**src/rtl/core/itoa_pkg.sv**
```systemverilog
`timescale 1ns / 1ps
`default_nettype none

package itoa_pkg;

	typedef logic [1:0] opcode_t;
	typedef logic [6:0] char_t;
	typedef logic [3:0] len_t;
	typedef logic [3:0] digit_t;

	localparam opcode_t OP_UDEC = 2'd0;
	localparam opcode_t OP_SDEC = 2'd1;
	localparam opcode_t OP_HEX  = 2'd2;

	localparam char_t CH_ZERO  = 7'h30;
	localparam char_t CH_A     = 7'h61;
	localparam char_t CH_MINUS = 7'h2d;

	localparam digit_t DIGIT_TEN = 4'd10;

	typedef enum logic [1:0] {
		ST_IDLE,
		ST_CONV,
		ST_EMIT
	} back_state_t;

	typedef struct packed {
		logic full;
		logic empty;
	} queue_status_t;

	function automatic char_t digit_char(input digit_t d);
		if (d < DIGIT_TEN) begin
			digit_char = CH_ZERO + char_t'(d);
		end else begin
			digit_char = CH_A + char_t'(d - DIGIT_TEN);
		end
	endfunction

endpackage

`default_nettype wire

```
**src/rtl/core/itoa_if.sv**
```systemverilog
`timescale 1ns / 1ps
`default_nettype none

interface itoa_num_if #(parameter int W = 32);
	logic         valid;
	logic         ready;
	logic [W-1:0] value;
	logic [1:0]   opcode;

	modport source (output valid, output value, output opcode, input ready);
	modport sink   (input valid, input value, input opcode, output ready);
endinterface

interface itoa_text_if;
	logic       valid;
	logic       ready;
	logic [6:0] character;
	logic [3:0] length;
	logic       last;

	modport source (output valid, output character, output length, output last, input ready);
	modport sink   (input valid, input character, input length, input last, output ready);
endinterface

`default_nettype wire

```
**src/rtl/core/itoa_front.sv**
```systemverilog
`timescale 1ns / 1ps
`default_nettype none

module itoa_front
	import itoa_pkg::*;
#(
	parameter int VALUE_WIDTH = 32
) (
	itoa_num_if.sink               number,
	input  queue_status_t          status,
	output logic                   push,
	output logic [VALUE_WIDTH+1:0] push_data
);

	logic                   neg;
	logic                   hex;
	logic [VALUE_WIDTH-1:0] mag;

	// sign and magnitude, hex always unsigned
	always_comb begin
		neg = (number.opcode == OP_SDEC) && number.value[VALUE_WIDTH-1];
		hex = number.opcode[1];
		mag = neg ? (~number.value + 1'b1) : number.value;
	end

	assign number.ready = !status.full;
	assign push         = number.valid && !status.full;
	assign push_data    = {hex, neg, mag};

endmodule

`default_nettype wire

```
**src/rtl/core/itoa_queue.sv**
```systemverilog
`timescale 1ns / 1ps
`default_nettype none

module itoa_queue
	import itoa_pkg::*;
#(
	parameter int WIDTH = 34
) (
	input  logic             clk,
	input  logic             arst_n,
	input  logic             push,
	input  logic [WIDTH-1:0] push_data,
	input  logic             pop,
	output logic [WIDTH-1:0] pop_data,
	output queue_status_t    status
);

	logic [WIDTH-1:0] entry_q [2];
	logic             wr_q;
	logic             rd_q;
	logic [1:0]       count_q;

	always_ff @(posedge clk or negedge arst_n) begin
		if (!arst_n) begin
			wr_q    <= 1'b0;
			rd_q    <= 1'b0;
			count_q <= 2'd0;
		end else begin
			if (push) begin
				wr_q <= !wr_q;
			end
			if (pop) begin
				rd_q <= !rd_q;
			end
			count_q <= count_q + {1'b0, push} - {1'b0, pop};
		end
	end

	always_ff @(posedge clk) begin
		if (push) begin
			entry_q[wr_q] <= push_data;
		end
	end

	assign pop_data     = entry_q[rd_q];
	assign status.full  = count_q[1];
	assign status.empty = (count_q == 2'd0);

endmodule

`default_nettype wire

```
**src/rtl/core/itoa_back.sv**
```systemverilog
`timescale 1ns / 1ps
`default_nettype none

module itoa_back
	import itoa_pkg::*;
#(
	parameter int VALUE_WIDTH = 32
) (
	input  logic                   clk,
	input  logic                   arst_n,
	input  queue_status_t          status,
	input  logic [VALUE_WIDTH+1:0] pop_data,
	output logic                   pop,
	itoa_text_if.source            text
);

	localparam int NDIG = (VALUE_WIDTH * 30103) / 100000 + 1;
	localparam int DW   = 4 * NDIG;
	localparam int CW   = $clog2(VALUE_WIDTH + 1);
	localparam int RW   = $clog2(NDIG + 1);

	back_state_t            state_q, state_d;
	logic [VALUE_WIDTH-1:0] bin_q, bin_d;
	logic [DW-1:0]          bcd_q, bcd_d;
	logic [CW-1:0]          cnt_q, cnt_d;
	logic [RW-1:0]          rem_q, rem_d;
	logic                   neg_q, neg_d;
	logic                   started_q, started_d;
	len_t                   len_q, len_d;

	logic                   ovalid_q, ovalid_d;
	char_t                  ochar_q, ochar_d;
	len_t                   olen_q, olen_d;
	logic                   olast_q, olast_d;

	logic                   out_free;
	logic [DW-1:0]          bcd_adj;
	digit_t                 top;
	digit_t                 dig;

	// add three to every digit of five or more before the shift
	always_comb begin
		for (int i = 0; i < NDIG; i++) begin
			dig = bcd_q[4*i +: 4];
			bcd_adj[4*i +: 4] = (dig >= 4'd5) ? dig + 4'd3 : dig;
		end
	end

	assign top      = bcd_q[DW-1 -: 4];
	assign out_free = !ovalid_q || text.ready;

	always_ff @(posedge clk or negedge arst_n) begin
		if (!arst_n) begin
			state_q  <= ST_IDLE;
			ovalid_q <= 1'b0;
		end else begin
			state_q  <= state_d;
			ovalid_q <= ovalid_d;
		end
	end

	always_ff @(posedge clk) begin
		bin_q     <= bin_d;
		bcd_q     <= bcd_d;
		cnt_q     <= cnt_d;
		rem_q     <= rem_d;
		neg_q     <= neg_d;
		started_q <= started_d;
		len_q     <= len_d;
		ochar_q   <= ochar_d;
		olen_q    <= olen_d;
		olast_q   <= olast_d;
	end

	always_comb begin
		state_d   = state_q;
		bin_d     = bin_q;
		bcd_d     = bcd_q;
		cnt_d     = cnt_q;
		rem_d     = rem_q;
		neg_d     = neg_q;
		started_d = started_q;
		len_d     = len_q;
		ovalid_d  = ovalid_q && !text.ready;
		ochar_d   = ochar_q;
		olen_d    = olen_q;
		olast_d   = olast_q;
		pop       = 1'b0;
		case (state_q)
			ST_IDLE: begin
				if (!status.empty) begin
					pop       = 1'b1;
					neg_d     = pop_data[VALUE_WIDTH];
					rem_d     = RW'(NDIG);
					started_d = 1'b0;
					len_d     = '0;
					if (pop_data[VALUE_WIDTH+1]) begin
						bcd_d   = DW'(pop_data[VALUE_WIDTH-1:0]);
						state_d = ST_EMIT;
					end else begin
						bin_d   = pop_data[VALUE_WIDTH-1:0];
						bcd_d   = '0;
						cnt_d   = CW'(VALUE_WIDTH);
						state_d = ST_CONV;
					end
				end
			end
			ST_CONV: begin
				bcd_d = {bcd_adj[DW-2:0], bin_q[VALUE_WIDTH-1]};
				bin_d = bin_q << 1;
				cnt_d = cnt_q - 1'b1;
				if (cnt_q == CW'(1)) begin
					state_d = ST_EMIT;
				end
			end
			ST_EMIT: begin
				if (neg_q) begin
					if (out_free) begin
						ovalid_d = 1'b1;
						ochar_d  = CH_MINUS;
						olen_d   = len_q + 1'b1;
						olast_d  = 1'b0;
						len_d    = len_q + 1'b1;
						neg_d    = 1'b0;
					end
				end else if (!started_q && top == '0 && rem_q != RW'(1)) begin
					// leading zero
					bcd_d = bcd_q << 4;
					rem_d = rem_q - 1'b1;
				end else if (out_free) begin
					ovalid_d  = 1'b1;
					ochar_d   = digit_char(top);
					olen_d    = len_q + 1'b1;
					olast_d   = (rem_q == RW'(1));
					len_d     = len_q + 1'b1;
					started_d = 1'b1;
					bcd_d     = bcd_q << 4;
					rem_d     = rem_q - 1'b1;
					if (rem_q == RW'(1)) begin
						state_d = ST_IDLE;
					end
				end
			end
			default: begin
				state_d = ST_IDLE;
			end
		endcase
	end

	assign text.valid     = ovalid_q;
	assign text.character = ochar_q;
	assign text.length    = olen_q;
	assign text.last      = olast_q;

endmodule

`default_nettype wire

```
**src/rtl/core/integer_to_ascii_formatter.sv**
```systemverilog
// channel  dir  handshake     payload
// number   in   valid/ready   value[VALUE_WIDTH], opcode[2]
// text     out  valid/ready   character[7], length[4], last[1]
//
// each item is popped from the queue, then decimal items go through shift-add-3
// conversion over all VALUE_WIDTH bits, then one bcd digit position per cycle is
// emitted while text is not stalled (leading zeros skipped one per cycle), after a
// minus sign if any; hex items skip the conversion and are emitted the same way
// a two-entry queue lets new items be taken while the back end converts
// arst_n clears the control state only; text stalls hold the output register
`timescale 1ns / 1ps
`default_nettype none

module integer_to_ascii_formatter
	import itoa_pkg::*;
#(
	parameter int VALUE_WIDTH = 32
) (
	input  logic        clk,
	input  logic        arst_n,
	itoa_num_if.sink    number,
	itoa_text_if.source text
);

	localparam int QW = VALUE_WIDTH + 2;

	queue_status_t status;
	logic          push;
	logic          pop;
	logic [QW-1:0] push_data;
	logic [QW-1:0] pop_data;

	itoa_front #(.VALUE_WIDTH(VALUE_WIDTH)) u_front (
		.number    (number),
		.status    (status),
		.push      (push),
		.push_data (push_data)
	);

	itoa_queue #(.WIDTH(QW)) u_queue (
		.clk       (clk),
		.arst_n    (arst_n),
		.push      (push),
		.push_data (push_data),
		.pop       (pop),
		.pop_data  (pop_data),
		.status    (status)
	);

	itoa_back #(.VALUE_WIDTH(VALUE_WIDTH)) u_back (
		.clk      (clk),
		.arst_n   (arst_n),
		.status   (status),
		.pop_data (pop_data),
		.pop      (pop),
		.text     (text)
	);

endmodule

`default_nettype wire
```
**src/flat_wrapper.sv**
```systemverilog
// flat-port wrapper written by rule: the top's interface ports become plain ports
module integer_to_ascii_formatter_flat import itoa_pkg::*;
#(
	parameter int VALUE_WIDTH = 32
)
  (clk, arst_n, number_valid, number_value, number_opcode, number_ready, text_valid, text_character, text_length, text_last, text_ready);
  itoa_num_if number_i ();
  itoa_text_if text_i ();
  input  logic clk;
  input  logic arst_n;
  input wire logic [$bits(number_i.valid)-1:0] number_valid;
  input wire logic [$bits(number_i.value)-1:0] number_value;
  input wire logic [$bits(number_i.opcode)-1:0] number_opcode;
  output wire logic [$bits(number_i.ready)-1:0] number_ready;
  output wire logic [$bits(text_i.valid)-1:0] text_valid;
  output wire logic [$bits(text_i.character)-1:0] text_character;
  output wire logic [$bits(text_i.length)-1:0] text_length;
  output wire logic [$bits(text_i.last)-1:0] text_last;
  input wire logic [$bits(text_i.ready)-1:0] text_ready;
  assign number_i.valid = number_valid;
  assign number_i.value = number_value;
  assign number_i.opcode = number_opcode;
  assign number_ready = number_i.ready;
  assign text_valid = text_i.valid;
  assign text_character = text_i.character;
  assign text_length = text_i.length;
  assign text_last = text_i.last;
  assign text_i.ready = text_ready;
  integer_to_ascii_formatter #(.VALUE_WIDTH(VALUE_WIDTH)) u_core (.clk(clk), .arst_n(arst_n), .number(number_i), .text(text_i));
endmodule
```
**config.mk**
```make
export PLATFORM = sky130hd
export DESIGN_NAME = integer_to_ascii_formatter_flat
export DESIGN_NICKNAME = d
export VERILOG_FILES = /design/src/rtl/core/itoa_pkg.sv /design/src/rtl/core/itoa_if.sv /design/src/rtl/core/itoa_front.sv /design/src/rtl/core/itoa_queue.sv /design/src/rtl/core/itoa_back.sv /design/src/rtl/core/integer_to_ascii_formatter.sv /design/src/flat_wrapper.sv
export SDC_FILE = /design/constraint.sdc
export NUM_CORES = 1
export LEC_CHECK = 0
export BUFFER_PORTS_ARGS = -buffer_cell sky130_fd_sc_hd__buf_4
export CORE_ASPECT_RATIO = 1.5
export CORE_UTILIZATION = 50
export CTS_BUF_LIST = sky130_fd_sc_hd__clkbuf_16
export DETAILED_ROUTE_END_ITERATION = 8
export PLACE_DENSITY = 0.71
export SLEW_MARGIN = 5
export SYNTH_ARGS = -nofsm -noshare
export SYNTH_HDL_FRONTEND = slang
export SYNTH_SLANG_ARGS = --single-unit
```
**constraint.sdc**
```tcl
create_clock -name clk -period 11.8 [get_ports clk]
set_input_delay 0.59 -clock clk [delete_from_list [all_inputs] [get_ports clk]]
set_output_delay 0.59 -clock clk [all_outputs]
set_load 0.05 [all_outputs]
```
Yosys cells after proc, flatten, opt, wreduce, memory -nomap -nowiden --
Memory sizes are Yosys's and may differ from the RTL's. Cells that the tools add are included.
Word-level totals: output and inout bits 14, bits in read-only memories 0, register bits after elaboration 107, bits in latches 0, bits in writable memories 68, input port bits 38, memories 1
Memory list:
- u_core.u_queue.entry_q | depth 2, bits a word 34, read ports 1, clocked after Yosys merged registers in 0, write ports 1, line itoa_queue.sv:18 | logic [WIDTH-1:0] entry_q [2];
Operators by class: divide/modulo/power cells 0, reductions and logical operators 27, $add $sub $neg 19, multipliers 0, equal/unequal tests 16, shift operators 0, multiplexer cells 70, bitwise gates (word level) 1, magnitude comparators 11
Operator list (count):
- $mux W40 | 4
- $mux W32 | 4
- $pmux W40 S3 | 1
- $mux W4 | 20
- $pmux W32 S2 | 1
- $ge A4 B3 Y1 const B | 10
- $add A4 B2 Y4 const B | 9
- $mux W7 | 5
- $add A32 B1 Y32 const B | 1
- $not A32 Y32 | 1
- $mux W1 | 19
- $ne A2 B2 Y1 const B | 8
- $pmux W4 S2 | 2
- $mux W2 | 7
- $mux W6 | 2
- $pmux W6 S2 | 1
- $reduce_and A3 Y1 | 3
- $reduce_and A4 Y1 | 2
- $add A6 B4 Y7 const A | 1
- $add A6 B5 Y7 const A | 1
- $eq A6 B1 Y1 const B | 1
- $logic_not A1 Y1 | 6
- $ne A3 B3 Y1 const B | 2
- $pmux W2 S3 | 1
- 23 further kinds | 32

Depth between registers and ports, before layout --
Gate-level depths: netlist of run 1.
word-level depth 6, gate-level depth with buffers 9, gate-level depth less buffers 9

By module --
Synthesis of run 1 repeated with hierarchy kept, for this count alone.
Second synthesis, totals: cells, all modules 709, area total of the unflattened synthesis 9369.0 um^2
Modules (own cells, without submodules):
- itoa_back | sequential area each 3078.0 um^2, cells each 482, area an instance 5723.0 um^2, instances 1
- itoa_queue | sequential area each 2142.1 um^2, cells each 121, area an instance 2802.7 um^2, instances 1
- itoa_front | sequential area each 0.0 um^2, cells each 106, area an instance 843.3 um^2, instances 1

Least setup slack after synthesis of run 1 --
Ideal clock, no wire load.
path kind register to register, from reg u_core.u_back.rem_q[0], to reg u_core.u_back.bcd_q[0] (enable), setup slack 7338 ps, buffers on the path 0, setup time 487 ps, cell stages (with the launch flop) 7, data required time 11313 ps, data arrival time 3975 ps, clock period less this slack 4462 ps, cells stage by stage edfxtp_1 -> ha_1 -> or3b_2 -> nand4_1 -> a21oi_1 -> nor2b_1 -> nor3_1
Between the ends: word-level cells in the longest chain between the ends 4
Ends and longest elaborated chain:
- start, declared | line itoa_back.sv:26 | logic [RW-1:0] rem_q, rem_d;
- start signal, assigned | line itoa_back.sv:66 | rem_q <= rem_d;
- $ne A4 B1 Y1 | line itoa_back.sv:126 | end else if (!started_q && top == '0 && rem_q != RW'(1)) begin
- $logic_and A1 B1 Y1 | line itoa_back.sv:126
- $ne A3 B3 Y1 (no line)
- $reduce_and A4 Y1 (no line)
- end signal, assigned | line itoa_back.sv:64 | bcd_q <= bcd_d;
- end, declared | line itoa_back.sv:24 | logic [DW-1:0] bcd_q, bcd_d;
Every way passes these cells. A chain may end at the register's enable or synchronous reset.

Worst setup path after layout of run 1 --
from reg u_core.u_back.state_q[0], to reg u_core.u_back.ochar_q[1] (netlist: u_core.u_back.text.character[1]) (enable)
Between the ends: word-level cells in the longest chain between the ends 2
Ends and longest elaborated chain:
- start, declared | line itoa_back.sv:22 | back_state_t state_q, state_d;
- start signal, assigned | line itoa_back.sv:57 | state_q <= state_d;
- $eq A2 B2 Y1 | line itoa_back.sv:89 | case (state_q)
- $reduce_and A3 Y1 (no line)
- end signal, assigned | line itoa_back.sv:70 | ochar_q <= ochar_d;
- end, declared | line itoa_back.sv:32 | char_t ochar_q, ochar_d;
Every way passes these cells.

==> impl_metrics.ini, run 1 <==
[clock_network]
cts_buffers = 17
clockBufferDepth = 2
htreeDepth = 4
cts_root_buf = clkbuf_16
cts_setup_buffers = 0
cts.clk_slew.worst_paths_ps = 70
clk_latency_ps = 430
cts.sinks = 175
cts_tree = yes

[power_and_ir_drop]
p_total_w = 0.002870
swShare_pct = 38.33
ir_drop_uv = 137.7
power.net_switching_w = 0.001100
pwr-share-clk_pct = 19.9
intPower_w = 0.001770
share_comb_of_total_power_pct = 39.1
p_leak_nw = 3.791
power_per_cell_area_nw_per_um2 = 281.1
power_frac_seq_pct = 41.0

[routing]
antenna_left = 0
avgRoutedWirePerCell_microns = 16.92
drt-pass1-iter-count = 7
vias = 5972
drt_iter0_drc = 471
drt_wl_total_mm = 17.72
avgViaCountPerCell = 5.704
drc = 4

[timing]
finalCriticalPeriod_ps = 2685
slew_violations = 0
holdWs_ps = 365.4
tns_ps = 0
fin_worst_skew_ps = 9.979
worst_slew_pin_slew_ps = 920.3
finalHoldViolations = 0
maxSlewHeadroom_pct = 38.42
fin_crit_sh_pct = 22.76
fmax_mhz = 372.4
setup_ws_ps = 9115
rsz0062_at_grt = false
setup_viol = 0

[hold_path]
hold_end = u_core.u_queue.entry_q[1][33]
min_from = number_opcode[1]
hold_depth = 1
holdCritPathClass = in2reg

[cells_and_area]
synthToLayoutAreaGrowth_pct = 13.73
fin_nets = 895
drive_gt1_share_pct = 12.59
final_cells = 1047
antenna_cells = 0

[setup_path]
r2r_slack_ps = 9110
worstReg2RegStart = u_core.u_back.state_q[0]
cp.required_ps = 11860
rr_endpoint = u_core.u_back.text.character[1]
timing.critical_path.buf_inv = 2
cp_slowest_cell = nor2_1
cpPeakStageDelay_ps = 730
path_cells = inv_1, ha_1, buf_4, o21ai_0, nor2_1
cp-start-kind = flop
cp_data_arrival_time_ps = 2740
critPathCaptureType = flop
path_max_fanout = 28
critPathKind = reg2reg
crit_family = simple AND/OR/NAND/NOR gates
r2r_cells = 5

[outcome]
status = finished, violations left
violations = DRC

[global_route]
track_usage_pct = 20.28
grt.overflow.total = 0
grt_pass1_vias = 6110
grt_max_degree = 86
grt_pass1_wl_mm = 29.70
antenna_found_initial = 0

[synth]
synth.most_common_cell = edfxtp_1
synth-xor-area-share_pct = 6.244
syn_avg_cell_area_sq_um = 11.58
synth_top_family_by_area = compound AO/OA/AOI/OAI gates
ys.flop_type = edfxtp_1
synth_edf_count = 168
synthMuxAreaShare_pct = 3.902
synth_nets = 849
synth_cell_types = 52
yosys-top-cells-count = edfxtp_1, nor2_1, a21oi_1
seq_area_frac_synth_pct = 58.15
synth.area.top_cells = edfxtp_1, ha_1, a21oi_1, mux2i_1, xnor2_1
ys_warn_count = 0
synth_adder_area_share_pct = 5.017
synth_top_cell_by_area = edfxtp_1
synth_seq_cells = 175
synthArstFlopShare_pct = 4.000
netlist_area_sq_um = 8977
synth-compound-area-share_pct = 11.92
synthSimpleGateAreaFrac_pct = 11.62
synth_top_area_share_pct = 56.20
synth_cells = 775

[place]
portBuffers = 51
dpl.cell_count = 1013
dpl.hpwl_mm = 12.41
gp_congestion = 0.8526
dp_slack_ps = 8855

[floorplan]
initial_core_util_pct = 51.31
dieArea_sq_um = 18510
std_cell_rows = 59
core_area_sq_um = 17500
dieHeight_microns = 166.1
io_pins = 52
die_w_microns = 111.4

[flow_run]
maxCapViolCount = 0
## layer usage
layer / global-route usage, % / share of wire, % / vias up
met5: 0 / 0 / -
met4: 7.697 / 1.7 / 0
met3: 3.650 / 3.7 / 27
met2: 37.36 / 54 / 159
met1: 23.15 / 40 / 2874
li1: - / - / 2912
## layout by cell type (no fill, tap or decap), types with 6 or more instances in the layout
cell type,count
nand2_1,54
nor3b_1,9
dfrtp_1,6
xor2_1,27
nor3_1,6
a2bb2oi_1,8
buf_4,59
clkbuf_16,17
inv_1,40
o221ai_1,14
o21ai_0,22
nor2b_1,11
ha_1,36
mux2i_1,35
nand2b_1,13
xnor2_1,37
nand3_1,10
o31ai_1,18
edfxtp_1,168
inv_6,6
nor2_1,81
a21oi_1,81
## through the flow
| step | util (%) | area (sq um) |
|---|---|---|
| after floorplan | - | 8977 |
| after global placement | 54.76 | 9580 |
| after detailed placement | 54.76 | 9580 |
| after CTS | 58.24 | 10190 |
| after global routing | 58.36 | 10210 |
| final | 58.36 | 10210 |
## logic make-up (layout without fill, tap and decap cells)
group,count (synthesis),after routing
simple gates,216,216
flops,175,175
compound gates,174,174
buf+inv,75,134
xor+xnor,64,64
fa+ha+maj,36,36
mux,35,35
## what timing repair did
action / in CTS / in global routing
hold buffers: 1 / 0
gates resized for setup: 0 / 0
endpoints found under the hold margin: 7 / 0
setup endpoints to repair: 0 / 0
## power by group through the flow
stage / Clock (W) / Combinational (W) / Sequential (W)
floorplan: 0 / 0.000791 / 0.00121
global placement: 0 / 0.00107 / 0.00118
detailed placement: 0 / 0.00111 / 0.00119
CTS: 0.000581 / 0.00112 / 0.00118
global route: 0.000604 / 0.00125 / 0.00121
finish: 0.000571 / 0.00112 / 0.00118
## layout make-up
type	instances	area, sq um
Clock buffer	17	425.4
Multi-Input combinational cell	525	3496
Timing Repair Buffer	61	473.0
Tap cell	213	266.5
Inverter	41	153.9
Fill cell	1387	7286
Sequential cell	175	5221
Clock inverter	15	173.9
## how the worst max path moves through the flow
stage / slack, ps / cells after the start / end / from
finish: 9110 / 5 / u_core.u_back.text.character[1] / u_core.u_back.state_q[0]
global route: 8920 / 5 / u_core.u_back.text.character[1] / u_core.u_back.state_q[0]
CTS: 8860 / 5 / u_core.u_back.bin_q[24] / u_core.u_back.state_q[1]
detailed placement: 8860 / 6 / u_core.u_queue.entry_q[0][22] / number_value[8]
global placement: 8890 / 6 / u_core.u_queue.entry_q[0][24] / number_value[8]
floorplan: 7340 / 6 / u_core.u_back.bcd_q[0] / u_core.u_back.rem_q[0]
## registers in the layout, summed over array words and instances (netlist names)
signal,cells
u_core.u_queue.entry_q,68
u_core.u_back.bcd_q,40
u_core.u_back.bin_q,32
u_core.u_back.text.character,7
u_core.u_back.cnt_q,6
u_core.u_back.len_q,4
u_core.u_back.rem_q,4
u_core.u_back.text.length,4
u_core.u_back.state_q,2
u_core.u_queue.count_q,2
u_core.u_back.neg_q,1
u_core.u_back.started_q,1
u_core.u_back.text.last,1
u_core.u_back.text.valid,1
u_core.u_queue.rd_q,1
u_core.u_queue.wr_q,1
Power figures use the tool's default switching activity.
==> run 2, diff against run 1 <==
Settings changed: PLACE_DENSITY 0.71 to 0.74.
Clock period 11.8 ns to 2.2 ns, I/O delays scaled along.
==> impl_metrics.ini, run 2 (synthesized netlist as in run 1, its figures left out) <==
[routing]
antenna_left = 0
drc = 4
drt_wl_total_mm = 17.84
vias = 6123
drt-pass1-iter-count = 7
avgViaCountPerCell = 5.582
drt_iter0_drc = 332
avgRoutedWirePerCell_microns = 16.26

[setup_path]
endpoint = u_core.u_back.bcd_q[0]
cp.required_ps = 2330
cp_data_arrival_time_ps = 2240
critPathCaptureType = flop
cp-start-kind = flop
worstReg2RegStart = u_core.u_back.rem_q[0]
rr_endpoint = u_core.u_back.bcd_q[0]
path_max_fanout = 16
critPathKind = reg2reg
r2r_cells = 8
r2r_slack_ps = 90
crit_start = u_core.u_back.rem_q[0]

[floorplan]
dieArea_sq_um = 18510
std_cell_rows = 59
core_area_sq_um = 17500
die_w_microns = 111.4
dieHeight_microns = 166.1
initial_core_util_pct = 51.31
io_pins = 52

[hold_path]
holdCritPathClass = in2reg
min_from = number_value[20]
hold_depth = 2

[timing]
fin_worst_skew_ps = 11.22
tns_ps = 0
finalHoldViolations = 0
slew_violations = 0
maxSlewHeadroom_pct = 42.49
setup_viol = 0
worst_slew_pin_slew_ps = 862.2
finalCriticalPeriod_ps = 2115
fmax_mhz = 472.9
fin_crit_sh_pct = 96.12

[clock_network]
cts_tree = yes
cts.sinks = 175
clk_latency_ps = 430
cts_root_buf = clkbuf_16
htreeDepth = 4
cts_buffers = 17
cts.clk_slew.worst_paths_ps = 70
clockBufferDepth = 2

[global_route]
grt_pass1_vias = 5989
antenna_found_initial = 0
track_usage_pct = 19.78
grt_pass1_wl_mm = 28.79
grt.overflow.total = 0
grt_max_degree = 35

[cells_and_area]
fin_nets = 945
final_common_cell = edfxtp_1
mostFrequentLayoutCells = edfxtp_1, buf_4, nor2_1, a21oi_1, nand2_1
n_fill_cell = 1334
drive_gt1_share_pct = 16.97
reg_top3 = u_core.u_queue.entry_q: 68 flops, u_core.u_back.bcd_q: 40 flops, u_core.u_back.bin_q: 32 flops
largest_register = u_core.u_queue.entry_q
final_area_sq_um = 10690
final_util_pct = 61.12
synthToLayoutAreaGrowth_pct = 19.11
seqCellArea_sq_um = 5221
antenna_cells = 0
largest_register_ffs = 68
multi_input_area_sq_um = 3522

[place]
dpl.hpwl_mm = 12.47
portBuffers = 51
gp_congestion = 0.7935
dpl_cell_area_sq_um = 9910

[power_and_ir_drop]
p_leak_nw = 4.050
p_total_w = 0.01604
power_per_cell_area_nw_per_um2 = 1500
ir_drop_uv = 845.5

[outcome]
status = finished, violations left
violations = DRC

[flow_run]
maxCapViolCount = 0
## run 2: cell types whose count changed in the layout (fill, tap and decap cells not counted), sizes merged
cell         delta
inv             -2
dlygate4sd3     +8
clkbuf          +1
clkinv          +2
buf            +41
## run 2: cell type report
cell class              count  share of cell area, %
flip-flops and latches    175                  48.83
repair buffers            111                  8.671
well taps                 213                  2.492
inverters                  41                  1.439
clock inverters            15                  1.650
clock buffers              17                  3.978
multi-input cells         525                  32.94
## run 2: repair_timing
action                                  CTS  global route
buffers inserted                          0             8
gates resized for setup                   0             2
hold endpoints to repair                 23             0
hold buffers                              9             0
endpoints found under the setup margin    0            44
## run 2: worst max-delay path: stages (launching register included)
cell      delay [ps]
edfxtp_1         440
ha_2             190
or3b_4           240
nand4_1          130
a21oi_2          220
nor2b_2           70
nor3_4           200
buf_4            150
buf_6            170
## run 2: metal layers
metal / global-route usage [%] / part of all wire (%)
met1: 22.27 / 41
met2: 36.49 / 54
met3: 3.394 / 3.3
met4: 8.402 / 2.2
met5: 0 / 0
## run 2: worst min-delay path by stage
| stage | endpoint | slack [ps] |
|---|---|---|
| floorplan | u_core.u_back.state_q[0] | -190 |
| global placement | u_core.u_queue.wr_q | -70 |
| detailed placement | u_core.u_queue.wr_q | -70 |
| CTS | u_core.u_queue.entry_q[1][20] | 1 |
| global route | u_core.u_queue.entry_q[1][20] | 3 |
| finish | u_core.u_queue.entry_q[1][20] | 10 |
## run 2: power breakdown
group	internal (W)	total, W	switching, W
clock	0.00171	0.00305	0.00134
sequential	0.00555	0.00630	0.000745
combinational	0.00273	0.00670	0.00397
total	0.00999	0.0160	0.00605
## run 2: stage by stage
step	hold slack, ps	setup WS, ps	instances
floorplan	-185.6	-419.5	775
global placement	-66.86	-31.28	1047
detailed placement	-66.41	-104.6	1047
CTS	1.462	25.96	1088
global route	3.266	-19.12	1097
finish	14.87	85.28	1097
